## src/hdl/oul_pkg.sv

```systemverilog
// shared types and constants of the ordered unique value list
package oul_pkg;

    localparam int CAPACITY_DEF = 16;
    localparam int Q_DEPTH      = 2;

    localparam logic [2:0] OP_CLEAR  = 3'd0;
    localparam logic [2:0] OP_INSERT = 3'd1;
    localparam logic [2:0] OP_DELETE = 3'd2;
    localparam logic [2:0] OP_SEARCH = 3'd3;
    localparam logic [2:0] OP_LIST   = 3'd4;

    typedef enum logic [2:0] {
        STAT_OK        = 3'd0,
        STAT_DUPLICATE = 3'd1,
        STAT_NOTFOUND  = 3'd2,
        STAT_FOUND     = 3'd3,
        STAT_FULL      = 3'd4,
        STAT_EMPTY     = 3'd5
    } t_status;

    typedef enum logic [2:0] {
        CMD_CLEAR  = 3'd0,
        CMD_INSERT = 3'd1,
        CMD_DELETE = 3'd2,
        CMD_SEARCH = 3'd3,
        CMD_LIST   = 3'd4,
        CMD_NOP    = 3'd5
    } t_kind;

    typedef struct packed {
        logic [2:0]         opcode;
        logic signed [31:0] value_in;
    } t_in_word;

    typedef struct packed {
        t_status            status;
        logic signed [31:0] value_out;
        logic [4:0]         entry_count;
        logic               last;
    } t_out_word;

    typedef struct packed {
        t_kind       kind;
        logic [31:0] value;
    } t_cmd;

endpackage

```

## src/hdl/oul_front.sv

```systemverilog
// input stage: takes words and decodes the opcode into a command
module oul_front (
    input  logic             i_clk,
    input  logic             i_rst_n,
    input  logic             i_in_valid,
    output logic             o_in_stall,
    input  oul_pkg::t_in_word i_in_word,
    output logic             o_cmd_push,
    output oul_pkg::t_cmd    o_cmd,
    input  logic             i_cmd_full
);
    import oul_pkg::*;

    logic  r_valid, n_valid;
    t_cmd  r_cmd;
    t_kind w_kind;
    logic  w_accept;

    assign o_in_stall = r_valid && i_cmd_full;
    assign o_cmd_push = r_valid && !i_cmd_full;
    assign o_cmd      = r_cmd;
    assign w_accept   = i_in_valid && !o_in_stall;

    always_comb begin
        unique case (i_in_word.opcode)
            OP_CLEAR:  w_kind = CMD_CLEAR;
            OP_INSERT: w_kind = CMD_INSERT;
            OP_DELETE: w_kind = CMD_DELETE;
            OP_SEARCH: w_kind = CMD_SEARCH;
            OP_LIST:   w_kind = CMD_LIST;
            default:   w_kind = CMD_NOP;
        endcase
    end

    always_comb begin
        if (w_accept) begin
            n_valid = 1'b1;
        end else if (o_cmd_push) begin
            n_valid = 1'b0;
        end else begin
            n_valid = r_valid;
        end
    end

    always_ff @(posedge i_clk) begin
        if (!i_rst_n) begin
            r_valid <= 1'b0;
        end else begin
            r_valid <= n_valid;
        end
    end

    always_ff @(posedge i_clk) begin
        if (w_accept) begin
            r_cmd.kind  <= w_kind;
            r_cmd.value <= i_in_word.value_in;
        end
    end

endmodule

```

## src/hdl/oul_fifo.sv

```systemverilog
// short command queue between the decode stage and the list engine
module oul_fifo (
    input  logic          i_clk,
    input  logic          i_rst_n,
    input  logic          i_push,
    input  oul_pkg::t_cmd i_cmd,
    output logic          o_full,
    output logic          o_valid,
    output oul_pkg::t_cmd o_head,
    input  logic          i_pop
);
    import oul_pkg::*;

    localparam int QAW = (Q_DEPTH > 1) ? $clog2(Q_DEPTH) : 1;
    localparam int QCW = $clog2(Q_DEPTH + 1);
    localparam logic [QCW-1:0] QFULL = QCW'(Q_DEPTH);
    localparam logic [QAW-1:0] QLAST = QAW'(Q_DEPTH - 1);

    t_cmd           r_buf [Q_DEPTH];
    logic [QAW-1:0] r_wr_ptr, r_rd_ptr;
    logic [QCW-1:0] r_cnt;
    logic           w_do_push, w_do_pop;

    assign o_full    = (r_cnt == QFULL);
    assign o_valid   = (r_cnt != '0);
    assign o_head    = r_buf[r_rd_ptr];
    assign w_do_push = i_push && !o_full;
    assign w_do_pop  = i_pop && o_valid;

    always_ff @(posedge i_clk) begin
        if (!i_rst_n) begin
            r_wr_ptr <= '0;
            r_rd_ptr <= '0;
            r_cnt    <= '0;
        end else begin
            if (w_do_push) begin
                r_wr_ptr <= (r_wr_ptr == QLAST) ? '0 : r_wr_ptr + QAW'(1);
            end
            if (w_do_pop) begin
                r_rd_ptr <= (r_rd_ptr == QLAST) ? '0 : r_rd_ptr + QAW'(1);
            end
            if (w_do_push && !w_do_pop) begin
                r_cnt <= r_cnt + QCW'(1);
            end else if (w_do_pop && !w_do_push) begin
                r_cnt <= r_cnt - QCW'(1);
            end
        end
    end

    always_ff @(posedge i_clk) begin
        if (w_do_push) begin
            r_buf[r_wr_ptr] <= i_cmd;
        end
    end

endmodule

```

## src/hdl/oul_back.sv

```systemverilog
// list engine: value store, scan, shift on delete, list readout and result register
module oul_back #(
    parameter int CAPACITY = oul_pkg::CAPACITY_DEF
) (
    input  logic               i_clk,
    input  logic               i_rst_n,
    input  logic               i_cmd_valid,
    input  oul_pkg::t_cmd      i_cmd,
    output logic               o_cmd_pop,
    output logic               o_out_valid,
    input  logic               i_out_stall,
    output oul_pkg::t_out_word o_out_word
);
    import oul_pkg::*;

    localparam int AW = (CAPACITY > 1) ? $clog2(CAPACITY) : 1;
    localparam int CW = $clog2(CAPACITY + 1);
    localparam logic [CW-1:0] CAP = CW'(CAPACITY);

    typedef enum logic [5:0] {
        S_IDLE     = 6'b000001,
        S_SCAN     = 6'b000010,
        S_SHIFT    = 6'b000100,
        S_LIST_RD  = 6'b001000,
        S_LIST_OUT = 6'b010000,
        S_RESP     = 6'b100000
    } t_state;

    t_state      r_state, n_state;
    t_kind       r_kind, n_kind;
    logic [31:0] r_value, n_value;
    logic [CW-1:0] r_count, n_count;
    logic [CW-1:0] r_rd_idx, n_rd_idx;
    logic [CW-1:0] r_cmp_idx, n_cmp_idx;
    logic        r_cmp_v, n_cmp_v;
    t_status     r_status, n_status;
    logic        r_out_valid, n_out_valid;
    t_out_word   r_out_word, n_out_word;

    logic [31:0] r_mem [CAPACITY];
    logic [31:0] r_rdata;

    logic          w_rd_en, w_wr_en;
    logic [AW-1:0] w_rd_addr, w_wr_addr;
    logic [31:0]   w_wr_data;
    logic [CW-1:0] w_prev_idx, w_next_idx;
    logic          w_hit, w_out_free, w_list_last, w_scan_end;

    assign o_out_valid = r_out_valid;
    assign o_out_word  = r_out_word;

    assign w_prev_idx  = r_cmp_idx - CW'(1);
    assign w_next_idx  = r_rd_idx + CW'(1);
    assign w_hit       = r_cmp_v && (r_rdata == r_value);
    assign w_out_free  = !r_out_valid || !i_out_stall;
    assign w_list_last = (w_next_idx == r_count);
    assign w_scan_end  = !r_cmp_v && (r_rd_idx == r_count);

    always_comb begin
        n_state     = r_state;
        n_kind      = r_kind;
        n_value     = r_value;
        n_count     = r_count;
        n_rd_idx    = r_rd_idx;
        n_cmp_idx   = r_cmp_idx;
        n_cmp_v     = r_cmp_v;
        n_status    = r_status;
        n_out_valid = r_out_valid && i_out_stall;
        n_out_word  = r_out_word;
        o_cmd_pop   = 1'b0;
        w_rd_en     = 1'b0;
        w_rd_addr   = r_rd_idx[AW-1:0];
        w_wr_en     = 1'b0;
        w_wr_addr   = r_count[AW-1:0];
        w_wr_data   = r_value;

        unique case (r_state)
            S_IDLE: begin
                if (i_cmd_valid) begin
                    o_cmd_pop = 1'b1;
                    n_kind    = i_cmd.kind;
                    n_value   = i_cmd.value;
                    n_rd_idx  = '0;
                    n_cmp_v   = 1'b0;
                    n_status  = STAT_OK;
                    unique case (i_cmd.kind)
                        CMD_INSERT, CMD_DELETE, CMD_SEARCH: begin
                            n_state = S_SCAN;
                        end
                        CMD_CLEAR: begin
                            n_count = '0;
                            n_state = S_RESP;
                        end
                        CMD_LIST: begin
                            if (r_count == '0) begin
                                n_status = STAT_EMPTY;
                                n_state  = S_RESP;
                            end else begin
                                n_state = S_LIST_RD;
                            end
                        end
                        CMD_NOP: begin
                            n_state = S_RESP;
                        end
                        default: begin
                            n_state = S_RESP;
                        end
                    endcase
                end
            end

            S_SCAN: begin
                if (w_hit) begin
                    n_cmp_v = 1'b0;
                    priority if (r_kind == CMD_SEARCH) begin
                        n_status = STAT_FOUND;
                        n_state  = S_RESP;
                    end else if (r_kind == CMD_INSERT) begin
                        n_status = STAT_DUPLICATE;
                        n_state  = S_RESP;
                    end else begin
                        // close the gap from the entry after the match
                        n_rd_idx = r_cmp_idx + CW'(1);
                        n_state  = S_SHIFT;
                    end
                end else if (w_scan_end) begin
                    n_state = S_RESP;
                    if (r_kind == CMD_INSERT) begin
                        if (r_count == CAP) begin
                            n_status = STAT_FULL;
                        end else begin
                            w_wr_en = 1'b1;
                            n_count = r_count + CW'(1);
                        end
                    end else begin
                        n_status = STAT_NOTFOUND;
                    end
                end else if (r_rd_idx != r_count) begin
                    w_rd_en   = 1'b1;
                    n_cmp_v   = 1'b1;
                    n_cmp_idx = r_rd_idx;
                    n_rd_idx  = w_next_idx;
                end else begin
                    n_cmp_v = 1'b0;
                end
            end

            S_SHIFT: begin
                if (r_cmp_v) begin
                    w_wr_en   = 1'b1;
                    w_wr_addr = w_prev_idx[AW-1:0];
                    w_wr_data = r_rdata;
                end
                if (w_scan_end) begin
                    n_count  = r_count - CW'(1);
                    n_status = STAT_OK;
                    n_state  = S_RESP;
                end else if (r_rd_idx != r_count) begin
                    w_rd_en   = 1'b1;
                    n_cmp_v   = 1'b1;
                    n_cmp_idx = r_rd_idx;
                    n_rd_idx  = w_next_idx;
                end else begin
                    n_cmp_v = 1'b0;
                end
            end

            S_LIST_RD: begin
                w_rd_en = 1'b1;
                n_state = S_LIST_OUT;
            end

            S_LIST_OUT: begin
                if (w_out_free) begin
                    n_out_valid            = 1'b1;
                    n_out_word.status      = STAT_OK;
                    n_out_word.value_out   = r_rdata;
                    n_out_word.entry_count = 5'(r_count);
                    n_out_word.last        = w_list_last;
                    n_rd_idx               = w_next_idx;
                    n_state                = w_list_last ? S_IDLE : S_LIST_RD;
                end
            end

            S_RESP: begin
                if (w_out_free) begin
                    n_out_valid            = 1'b1;
                    n_out_word.status      = r_status;
                    n_out_word.value_out   = '0;
                    n_out_word.entry_count = 5'(r_count);
                    n_out_word.last        = 1'b1;
                    n_state                = S_IDLE;
                end
            end

            default: begin
                n_state = S_IDLE;
            end
        endcase
    end

    always_ff @(posedge i_clk) begin
        if (!i_rst_n) begin
            r_state     <= S_IDLE;
            r_count     <= '0;
            r_cmp_v     <= 1'b0;
            r_out_valid <= 1'b0;
        end else begin
            r_state     <= n_state;
            r_count     <= n_count;
            r_cmp_v     <= n_cmp_v;
            r_out_valid <= n_out_valid;
        end
    end

    always_ff @(posedge i_clk) begin
        r_kind     <= n_kind;
        r_value    <= n_value;
        r_rd_idx   <= n_rd_idx;
        r_cmp_idx  <= n_cmp_idx;
        r_status   <= n_status;
        r_out_word <= n_out_word;
    end

    // value store: one write port, one registered read port
    always_ff @(posedge i_clk) begin
        if (w_wr_en) begin
            r_mem[w_wr_addr] <= w_wr_data;
        end
        if (w_rd_en) begin
            r_rdata <= r_mem[w_rd_addr];
        end
    end

endmodule

```

## src/hdl/ordered_unique_value_list_top.sv

```systemverilog
// top level of the ordered unique value list
//
//   channel   direction  handshake                   word
//   request   in         i_in_valid / o_in_stall     i_in_word  (opcode, value_in)
//   result    out        o_out_valid / i_out_stall   o_out_word (status, value_out,
//                                                               entry_count, last)
//
// insert and search scan the store one entry per cycle through its single read port;
// a search or a duplicate ends the scan at the hit; delete moves the later entries
// down one per cycle in place of scanning them
// list returns one result word per stored value, in order; an empty list, clear and
// unused opcodes return a single result word
// a decode register and the command queue lie ahead of the engine
// reset is synchronous and active low: it empties the list and both queues at once
// the decode stage and a two-word command queue keep taking requests while the
// engine waits on a stalled result; the result register holds until taken
module ordered_unique_value_list_top #(
    parameter int CAPACITY = oul_pkg::CAPACITY_DEF
) (
    input  logic               i_clk,
    input  logic               i_rst_n,
    input  logic               i_in_valid,
    output logic               o_in_stall,
    input  oul_pkg::t_in_word  i_in_word,
    output logic               o_out_valid,
    input  logic               i_out_stall,
    output oul_pkg::t_out_word o_out_word
);
    import oul_pkg::*;

    // decoded command from the front end into the queue
    t_cmd w_front_cmd;
    logic w_front_push;
    logic w_q_full;

    // queue head into the engine
    t_cmd w_head_cmd;
    logic w_head_valid;
    logic w_head_pop;

    // request decode
    oul_front u_front (
        .i_clk      (i_clk),
        .i_rst_n    (i_rst_n),
        .i_in_valid (i_in_valid),
        .o_in_stall (o_in_stall),
        .i_in_word  (i_in_word),
        .o_cmd_push (w_front_push),
        .o_cmd      (w_front_cmd),
        .i_cmd_full (w_q_full)
    );

    // decouples decode from the engine
    oul_fifo u_fifo (
        .i_clk   (i_clk),
        .i_rst_n (i_rst_n),
        .i_push  (w_front_push),
        .i_cmd   (w_front_cmd),
        .o_full  (w_q_full),
        .o_valid (w_head_valid),
        .o_head  (w_head_cmd),
        .i_pop   (w_head_pop)
    );

    // store, scan and result generation
    oul_back #(
        .CAPACITY (CAPACITY)
    ) u_back (
        .i_clk       (i_clk),
        .i_rst_n     (i_rst_n),
        .i_cmd_valid (w_head_valid),
        .i_cmd       (w_head_cmd),
        .o_cmd_pop   (w_head_pop),
        .o_out_valid (o_out_valid),
        .i_out_stall (i_out_stall),
        .o_out_word  (o_out_word)
    );

endmodule
```

## config.mk

```make
export PLATFORM = sky130hd
export DESIGN_NAME = ordered_unique_value_list_top
export DESIGN_NICKNAME = d
export VERILOG_FILES = /design/src/hdl/oul_pkg.sv /design/src/hdl/oul_front.sv /design/src/hdl/oul_fifo.sv /design/src/hdl/oul_back.sv /design/src/hdl/ordered_unique_value_list_top.sv
export SDC_FILE = /design/constraint.sdc
export NUM_CORES = 1
export LEC_CHECK = 0
export ABC_AREA = 1
export BUFFER_PORTS_ARGS = -buffer_cell sky130_fd_sc_hd__buf_2
export CAP_MARGIN = 20
export CORE_ASPECT_RATIO = 1.25
export CORE_MARGIN = 2
export CORE_UTILIZATION = 35
export CTS_BUF_LIST = sky130_fd_sc_hd__clkbuf_16
export DETAILED_ROUTE_END_ITERATION = 6
export PLACE_DENSITY_LB_ADDON = 0.3
export SLEW_MARGIN = 25
export SYNTH_ARGS = -nofsm -noshare
export SYNTH_HDL_FRONTEND = slang
export SYNTH_SLANG_ARGS = --single-unit
```

## constraint.sdc

```tcl
create_clock -name i_clk -period 6.2 [get_ports i_clk]
set_input_delay 0.31 -clock i_clk [delete_from_list [all_inputs] [get_ports i_clk]]
set_output_delay 0.31 -clock i_clk [all_outputs]
set_load 0.03 [all_outputs]
```

==> metrics.md, run 1 <==
| Metric | Value |
|---|---|
| Max Freq | `282 MHz` |
| Dpl hpwl | `50,000 um` |
| Clock-pin slew on the worst setup and hold paths | `0.07 ns` |
| Switching Fraction | `0.349` |
| H-tree Lvls | `3` |
| Total core area | `0.0843 mm^2` |
| Crit path DAT | `3.90 ns` |
| Post-synthesis compound-gate area fraction | `0.108` |
| Crit Path Class | `reg -> reg` |
| Syn Area/Cell | `13.4 um^2` |
| R2r endpoint | `u_back.r_rdata[19]` |
| Initial antenna violation count | `0` |
| Pint | `10.1 mW` |
| Tcrit/Tclk final | `0.572` |
| Pre-CTS setup slack | `between 2 and 3 ns` |
| Min-Delay Path Class | `in -> reg` |
| Run status | `complete, but fails checks` |
| Post-Synth Simple-Gate Area | `0.0812` |
| Comb pwr share | `0.295` |
| CTS tree | `built` |
| Util after Layout | `0.412` |
| Post-Syn Nets | `2,266` |
| RD Place Congestion | `0.925` |
| Layout area overhead | `16.4%` |
| Clk sinks | `757` |
| Sequential power share | `0.429` |
| Register area share after synthesis | `0.756` |
| Worst flop-to-flop path startpoint | `u_back.r_rd_idx[0]` |
| Post-synth ARST share | `0` |
| Clock network fraction of total power | `0.276` |
| Endpoints failing setup | `0` |
| Total grt overflow | `0` |
| Post-Syn Instances | `2,219` |
| Hold Fails Final Rpt | `0` |
| Post-synthesis xor/xnor area fraction | `0.00583` |
| CTS buffer count | `71` |
| DRC | `1` |
| Chip Height | `330 um` |
| Row count | `119` |
| Total GRT Usage | `0.176` |
| CP max FO | `120` |
| FF/Latch Area | `0.0225 mm^2` |
| Post-route ant nets | `0` |
| Die X-Extent | `roughly 270 um` |
| Vias in the first global route | `18,260` |
| Violated checks | `DRC` |
| CP endpoint kind | `flop` |
| Post-Syn Area | `0.0298 mm^2` |
| # nets final | `2,410` |
| Actual slew at the worst max-slew pin | `1.06 ns` |
| Cells after DPL | `3,339` |
| Vias per Instance | `5.26` |
| Layout Cells excl Fill | `3,505` |
| P_leak | `11.8 nW` |
| Last element of the critical path | `u_back.r_rdata[19]` |
| Layout cell share with drive strength beyond 1 | `0.137` |
| Largest family of logic cells by synthesized area | `compound AO/OA/AOI/OAI gates` |
| # resized after CTS | `0` |
| Synth Flop Type | `edfxtp_1` |
| Number of distinct library cells after synthesis | `45` |
| 1st-pass router iterations | `7` |
| Largest net degree at the start of global routing | `137` |
| CTS root buffer | `clkbuf_16` |
| I/O pin cnt | `82` |
| Drt total wl | `78,500 um` |
| Worst VDD drop | `0.000270 V` |
| Number of synthesized flops with an enable pin | `~740` |
| R2r setup slk | `2.65 ns` |
| Max cap viols | `0` |
| Global-route wire length before repair | `about 120,000 um` |
| #FFs+latches synth | `757` |
| Die area | `approximately 0.088 mm^2` |
| Post-Synth Adder-Cell Area | `0.00361` |
| Starting density of the core | `0.354` |
| Req. time, crit path | `between 6 and 7 ns` |
| Pwr per Cell Area | `449 mW/mm^2` |
| Wirelength per Cell | `22.4 um` |
| Worst Hold Depth | `3` |
| Skew-Pair Late Insertion Delay | `~0.63 ns` |
| Crit path from | `u_back.r_rd_idx[0]` |
| RSZ-0062 raised after global routing | `false` |
| Reported net switching power | `~5.4 mW` |
| YS warnings | `0` |
| Startpoint types | `flop` |
| TNS Setup | `0 ns` |
| # port buffers | `81` |
| Post-route minimum period | `approximately 3.5 ns` |
| Post-synthesis mux area share | `0.0121` |
| Via count | `18,445` |
| Tot Pwr | `15.6 mW` |
| Slew HR | `0.292` |
| Max-slew violation count | `0` |
| Clk_skew | `0.0329 ns` |
| Initial DRC count | `1,768` |
| Antenna cells | `0` |
| Setup ws final | `approximately 2.7 ns` |
| Reg2Reg Depth | `8` |
| FILL cells | `7,683` |
| CTS Buffer Depth | `3` |
| Multi-input gate area | `around 0.0064 mm^2` |
-- power groups by stage --
stage,registers (mW),logic (mW),clock network (mW)
after CTS,6.68,4.63,4.37
after detailed placement,6.79,4.60,0
after floorplan,6.78,2.73,0
final,6.67,4.60,4.30
after global routing,6.70,5.00,4.55
after global placement,6.79,4.52,0
-- synth_stat cells, types with 3 or more instances --
cell	n	area, um^2
edfxtp_1	738	22200
nand2_1	256	961
o21ai_0	256	1280
nor2_1	255	957
a21oi_1	154	771
inv_1	127	477
o221ai_1	67	587
clkbuf_1	66	248
o22ai_1	65	407
mux2_2	32	360
buf_2	29	145
nand3_1	21	105
dfxtp_1	19	380
o21ai_1	19	95.1
nand4_1	16	100
xor2_1	14	123
buf_1	13	48.8
nor3_1	12	60.1
ha_1	7	87.6
nor2_2	6	37.5
buf_4	5	37.5
xnor2_1	4	35.0
inv_2	3	11.3
nand2_2	3	18.8
nor2_4	3	33.8
nor3_2	3	30.0
-- critical path: stages, from the launching register on --
cell	delay, ns
edfxtp_1	0.42
buf_12	0.24
inv_4	0.34
buf_4	0.52
buf_4	0.57
o21ai_0	0.22
o22ai_1	0.21
o21ai_0	0.13
o21ai_1	0.43
-- through the flow --
step                      hold WS [ns]  instance area [um^2]
after floorplan                  0.409                 29800
after global placement           0.430                 31700
after detailed placement         0.432                 32000
after CTS                       0.0119                 34600
after global routing            0.0511                 34700
final                           0.0388                 34700
-- layout make-up --
class,instances,share of cell area
Clock buffer,73,0.0527
Inverter,131,0.0142
Clock inverter,53,0.0125
Timing Repair Buffer,185,0.0458
Tap cell,1089,0.0393
Sequential cell,757,0.650
Multi-Input combinational cell,1217,0.186
-- how the worst min path moves through the flow --
stage	startpoint	end
2_1_floorplan	i_in_word[0]	u_front.o_cmd[0]
3_3_place_gp	u_front.o_cmd[19]	u_fifo.r_buf[0][19]
3_5_place_dp	u_front.o_cmd[34]	u_fifo.r_buf[0][34]
4_1_cts	i_rst_n	u_back.r_count[2]
5_1_grt	i_rst_n	u_back.r_count[2]
6_report	i_rst_n	u_back.r_count[2]
-- timing repair --
| item | 4_1_cts | 5_1_grt |
|---|---|---|
| buffers inserted | 0 | 0 |
| hold endpoints to repair | 36 | 0 |
| endpoints found under the setup margin | 0 | 0 |
| hold buffers | 37 | 0 |
-- flip-flops by register name (all words and copies together) (netlist names), 2 cells and up, named ones only --
register,count
u_back.r_cmp_idx,5
u_back.r_mem,512
u_back.r_status,3
u_front.o_cmd,35
u_fifo.r_buf,70
u_back.o_out_word,41
u_back.r_kind,3
u_back.r_state,6
u_back.r_rdata,32
u_back.r_value,32
u_back.r_rd_idx,5
u_fifo.r_cnt,2
u_back.r_count,5
-- cell usage in the layout, fill, tap and decap left out, drive strengths merged, types with 26 or more instances in the layout --
master,n
clkinv,26
nor2,264
o221ai,67
nand2,259
o21ai,277
a21oi,156
edfxtp,738
o22ai,65
dlygate4sd3,37
mux2,32
buf,148
clkbuf,73
inv,149
-- metal layers --
layer | vias to the layer above | share of wire | GRT usage
li1 | 8443 | - | -
met1 | 9236 | 0.37 | 0.201
met2 | 626 | 0.53 | 0.322
met3 | 140 | 0.052 | 0.0201
met4 | 0 | 0.049 | 0.0948
met5 | - | 0 | 0
-- kinds of logic (layout without fill, tap and decap cells) --
| group | count (synthesis) | count (layout) |
|---|---|---|
| DFF | 757 | 757 |
| and+or+nand+nor | 586 | 586 |
| AOI/OAI and AO/OA | 572 | 572 |
| buffers and inverters | 245 | 442 |
| muxes | 32 | 32 |
| xor gates and xnor gates | 19 | 19 |
| adders and majority gates | 8 | 8 |
Power figures use the tool's default switching activity.
==> inputs of run 2 (changes only) <==
--- a/config.mk
+++ b/config.mk
@@ -5,7 +5,7 @@
 export SDC_FILE = /design/constraint.sdc
 export NUM_CORES = 1
 export LEC_CHECK = 0
-export ABC_AREA = 1
+export ABC_AREA = 0
 export BUFFER_PORTS_ARGS = -buffer_cell sky130_fd_sc_hd__buf_2
 export CAP_MARGIN = 20
 export CORE_ASPECT_RATIO = 1.25
==> constraint.sdc (replaced) <==
create_clock -name i_clk -period 3.6 [get_ports i_clk]
set_input_delay 0.18 -clock i_clk [delete_from_list [all_inputs] [get_ports i_clk]]
set_output_delay 0.18 -clock i_clk [all_outputs]
set_load 0.03 [all_outputs]
==> run 2 against run 1 <==
- the flow now finishes without violations
- sequential cell count unchanged
- sequential power is 68% higher
- first-iteration DRC count decreased by 24%
- critical path depth fell by 1
- combinational power grew 23%
- clock power rose by 77%
- count of clock-buffer cells in the layout increased by 2
- setup slack got worse by 2.4 ns
- clock skew rose by 0.0047 ns
- global-route usage decreased by 1.1 points
- critical path type unchanged
==> metrics.md, run 2 <==
| Metric | Value |
|---|---|
| Run status | `completed` |
| P_leak | `11.2 nW (-5.6%)` |
| Wirelength per Cell | `25.4 um (+13%)` |
| Post-route ant nets | `0 (unchanged)` |
| 1st-pass router iterations | `7 (unchanged)` |
| Buf/Inv on CP | `1 (-3)` |
| Chip Height | `328 um (-0.82%)` |
| Yosys top cell area share | `0.756 (+0.0124)` |
| Actual slew at the worst max-slew pin | `1.05 ns (-0.0112 ns)` |
| Total GRT Usage | `0.165 (-0.0113)` |
| Pwr per Cell Area | `713 mW/mm^2 (+59%)` |
| Antenna cells | `0 (unchanged)` |
| Crit Path Class | `reg -> reg` |
| Row count | `118 (-0.84%)` |
| CTS tree | `built` |
| Min-Delay Path Class | `in -> reg` |
| CP max FO | `11 (-91%)` |
| Post-Syn Instances | `1,448 (-35%)` |
| Top post-synthesis cells by area | `edfxtp_1 76%, mux4_2 12%, nand2_1 1.5%, xor2_1 1.3%, mux2_2 1.3%` |
| Syn Area/Cell | `20.3 um^2 (+51%)` |
| Worst path max stage delay | `0.66 ns (+0.09 ns)` |
| Total core area | `0.0830 mm^2 (-1.5%)` |
| Die X-Extent | `263 um (-0.81%)` |
| Reg2Reg Depth | `7 (-1)` |
| R2r setup slk | `0.28 ns (-2.38 ns)` |
| Initial DRC count | `1,350 (-24%)` |
| Number of synthesized flops with an enable pin | `738 (unchanged)` |
| Skew-Pair Late Insertion Delay | `0.64 ns (about the same)` |
| Post-synth ARST share | `0 (unchanged)` |
| Sequential power share | `0.456 (+0.027)` |
| Tcrit/Tclk final | `0.923 (+0.351)` |
| Req. time, crit path | `3.97 ns (-2.59 ns)` |
| Largest register FFs | `512 (unchanged)` |
| Total grt overflow | `0 (unchanged)` |
| Endpoints failing setup | `0 (unchanged)` |
| Vias in the first global route | `14,922 (-18%)` |
| CTS Hold Bufs | `40 (+8.1%)` |
| CTS Buffer Depth | `3 (unchanged)` |
| # port buffers | `81 (unchanged)` |
| Cell breakdown of the critical path | `xor2_1 > nor4_1 > nand4_1 > or3_1 > o21ai_1 > o21ai_4 > buf_4` |
| R2r endpoint | `u_back.r_rdata[15]` |
| Util after Layout | `0.414 (+0.00215)` |
| Crit path DAT | `3.70 ns (-0.20 ns)` |
| FILL cells | `7,290 (-5.1%)` |
| Setup ws final | `0.277 ns (-2.38 ns)` |
| DRC | `0 (-1)` |
| Drt total wl | `70,600 um (-10%)` |
| Number of distinct library cells after synthesis | `62 (+38%)` |
| Via count | `14,465 (-22%)` |
| Hold Fails Final Rpt | `0 (unchanged)` |
| RD Place Congestion | `0.819 (-11%)` |
| Slowest cell on crit path | `nor4_1` |
| Initial antenna violation count | `1 (+1)` |
| CP endpoint kind | `flop` |
| Global-route wire length before repair | `104,000 um (-9.9%)` |
| # nets final | `1,689 (-30%)` |
| Register area share after synthesis | `0.769 (+0.0126)` |
| Switching Fraction | `0.279 (-0.0695)` |
| Clock network fraction of total power | `0.312 (+0.036)` |
| Top cells by count, synth | `738 x edfxtp_1, 160 x mux4_2, 115 x nand2_1` |
| Worst flop-to-flop path startpoint | `u_back.r_rdata[18]` |
| Slew HR | `0.299 (+0.00670)` |
| I/O pin cnt | `82 (unchanged)` |
| Vias per Instance | `5.20 (-1.2%)` |
| Max-slew violation count | `0 (unchanged)` |
| Dpl hpwl | `41,200 um (-18%)` |
| Starting density of the core | `0.353 (-0.000373)` |
| Layout area overhead | `17.1%` |
| Post-Syn Area | `0.0293 mm^2 (-1.6%)` |
| Die area | `0.0861 mm^2 (-1.6%)` |
| Reported net switching power | `6.84 mW (+26%)` |
| RSZ-0062 raised after global routing | `false` |
| Hold Crit Start | `i_in_word[13]` |
| Clk sinks | `757 (unchanged)` |
| YS warnings | `0 (unchanged)` |
| #FFs+latches synth | `757 (unchanged)` |
| Placement-stage cell area | `0.0316 mm^2 (-1.3%)` |
| Crit path max-delay family | `simple AND/OR/NAND/NOR gates` |
| Post-Syn Nets | `1,495 (-34%)` |
| Setup Fix Bufs, Post-CTS | `0 (unchanged)` |
| # resized after CTS | `0 (unchanged)` |
| Worst Hold Depth | `2 (-1)` |
| CTS buffer count | `74 (+4.2%)` |
| Post-route minimum period | `3.32 ns (-0.224 ns)` |
| TNS Setup | `0 ns (unchanged)` |
| Most common cell in the synthesized netlist | `edfxtp_1` |
| Max Freq | `301 MHz (+6.7%)` |
| CTS root buffer | `clkbuf_16` |
| Layout cell share with drive strength beyond 1 | `0.280 (+0.143)` |
| Pint | `17.6 mW (+74%)` |
| Worst VDD drop | `0.000381 V (+41%)` |
| Comb pwr share | `0.232 (-0.063)` |
| Reg with most FFs | `u_back.r_mem` |
| Max cap viols | `0 (unchanged)` |
| Pre-CTS setup slack | `0.362 ns (-2.23 ns)` |
| Commonest non-fill, non-tap cell in the layout | `edfxtp_1` |
| Design area | `0.0343 mm^2 (-1.0%)` |
| Top cell type by total area after synthesis | `edfxtp_1` |
| Largest net degree at the start of global routing | `133 (-2.9%)` |
| Hold Path End | `u_front.o_cmd[13]` |
| Clk_skew | `0.0376 ns (+0.00471 ns)` |
| Clock-pin slew on the worst setup and hold paths | `0.06 ns (about the same)` |
| Synth Flop Type | `edfxtp_1` |
| H-tree Lvls | `3 (unchanged)` |
| Commonest cells after routing, fill and taps aside | `738 x edfxtp_1, 160 x mux4_2, 115 x nand2_1, 81 x buf_2, 75 x clkbuf_16` |
| Startpoint types | `flop` |
run 2: cell count changes after synthesis, moves of 14 or more:
cell | previous run | this run
o22ai_1 | 65 | 1
nand4_1 | 16 | 2
mux4_2 | 0 | 160
o21ai_0 | 256 | 12
inv_1 | 127 | 17
nand2_1 | 256 | 115
xor2_1 | 14 | 45
buf_2 | 29 | 14
a21oi_1 | 154 | 16
o221ai_1 | 67 | 3
clkbuf_1 | 66 | 47
and2_1 | 0 | 34
nor2_1 | 255 | 46
o21ai_1 | 19 | 3
run 2: kinds of logic (layout without fill, tap and decap cells):
logic type,Yosys count,after routing,synth area share
flip-flops,757,757,0.769
AND/OR/NAND/NOR,274,274,0.0452
multiplexers,196,196,0.137
buffers and inverters,86,339,0.0119
AO/OA/AOI/OAI,73,73,0.0179
XOR/XNOR,54,54,0.0161
adder cells (fa/ha/maj),8,8,0.00367
run 2: worst max path at each step:
stage               cells after the start                   to                from  slack [ns]
floorplan                               8  u_back.r_mem[11][0]   u_back.r_state[3]        0.04
global placement                        7   u_back.r_rdata[22]  u_back.r_rdata[18]        0.44
detailed placement                      7   u_back.r_rdata[15]  u_back.r_rdata[18]        0.36
CTS                                     7   u_back.r_rdata[15]  u_back.r_rdata[18]        0.35
global route                            7   u_back.r_rdata[15]  u_back.r_rdata[18]        0.16
finish                                  7   u_back.r_rdata[15]  u_back.r_rdata[18]        0.28
run 2: cell type report:
| cell class | count | area, um^2 | share of cell area |
|---|---|---|---|
| Timing Repair Buffer | 187 | 1390 | 0.0404 |
| Tap cell | 1080 | 1350 | 0.0394 |
| Sequential cell | 757 | 22500 | 0.657 |
| Multi-Input combinational cell | 605 | 6610 | 0.193 |
| Clock buffer | 75 | 1880 | 0.0547 |
| Inverter | 17 | 63.8 | 0.00186 |
| Clock inverter | 60 | 503 | 0.0146 |
run 2: through the flow:
step | cells | hold slack [ns] | power [mW]
floorplan | 1448 | 0.254 | 15.2
global placement | 2606 | 0.360 | 17.0
detailed placement | 2606 | 0.358 | 17.1
CTS | 2781 | 0.236 | 24.8
global route | 2781 | 0.263 | 25.5
finish | 2781 | 0.261 | 24.5
run 2: routing by layer:
metal  track usage  routed length, um
met2         0.286              35700
met5             0                  0
met4        0.0443               1320
met1         0.218              29800
met3        0.0235               3770
run 2: power groups by stage:
| stage | Clock [mW] | Combinational, mW | Sequential [mW] |
|---|---|---|---|
| after floorplan | 0 | 3.92 | 11.3 |
| after global placement | 0 | 5.68 | 11.3 |
| after detailed placement | 0 | 5.74 | 11.3 |
| after CTS | 7.81 | 5.82 | 11.2 |
| after global routing | 8.14 | 6.11 | 11.2 |
| final | 7.63 | 5.68 | 11.2 |
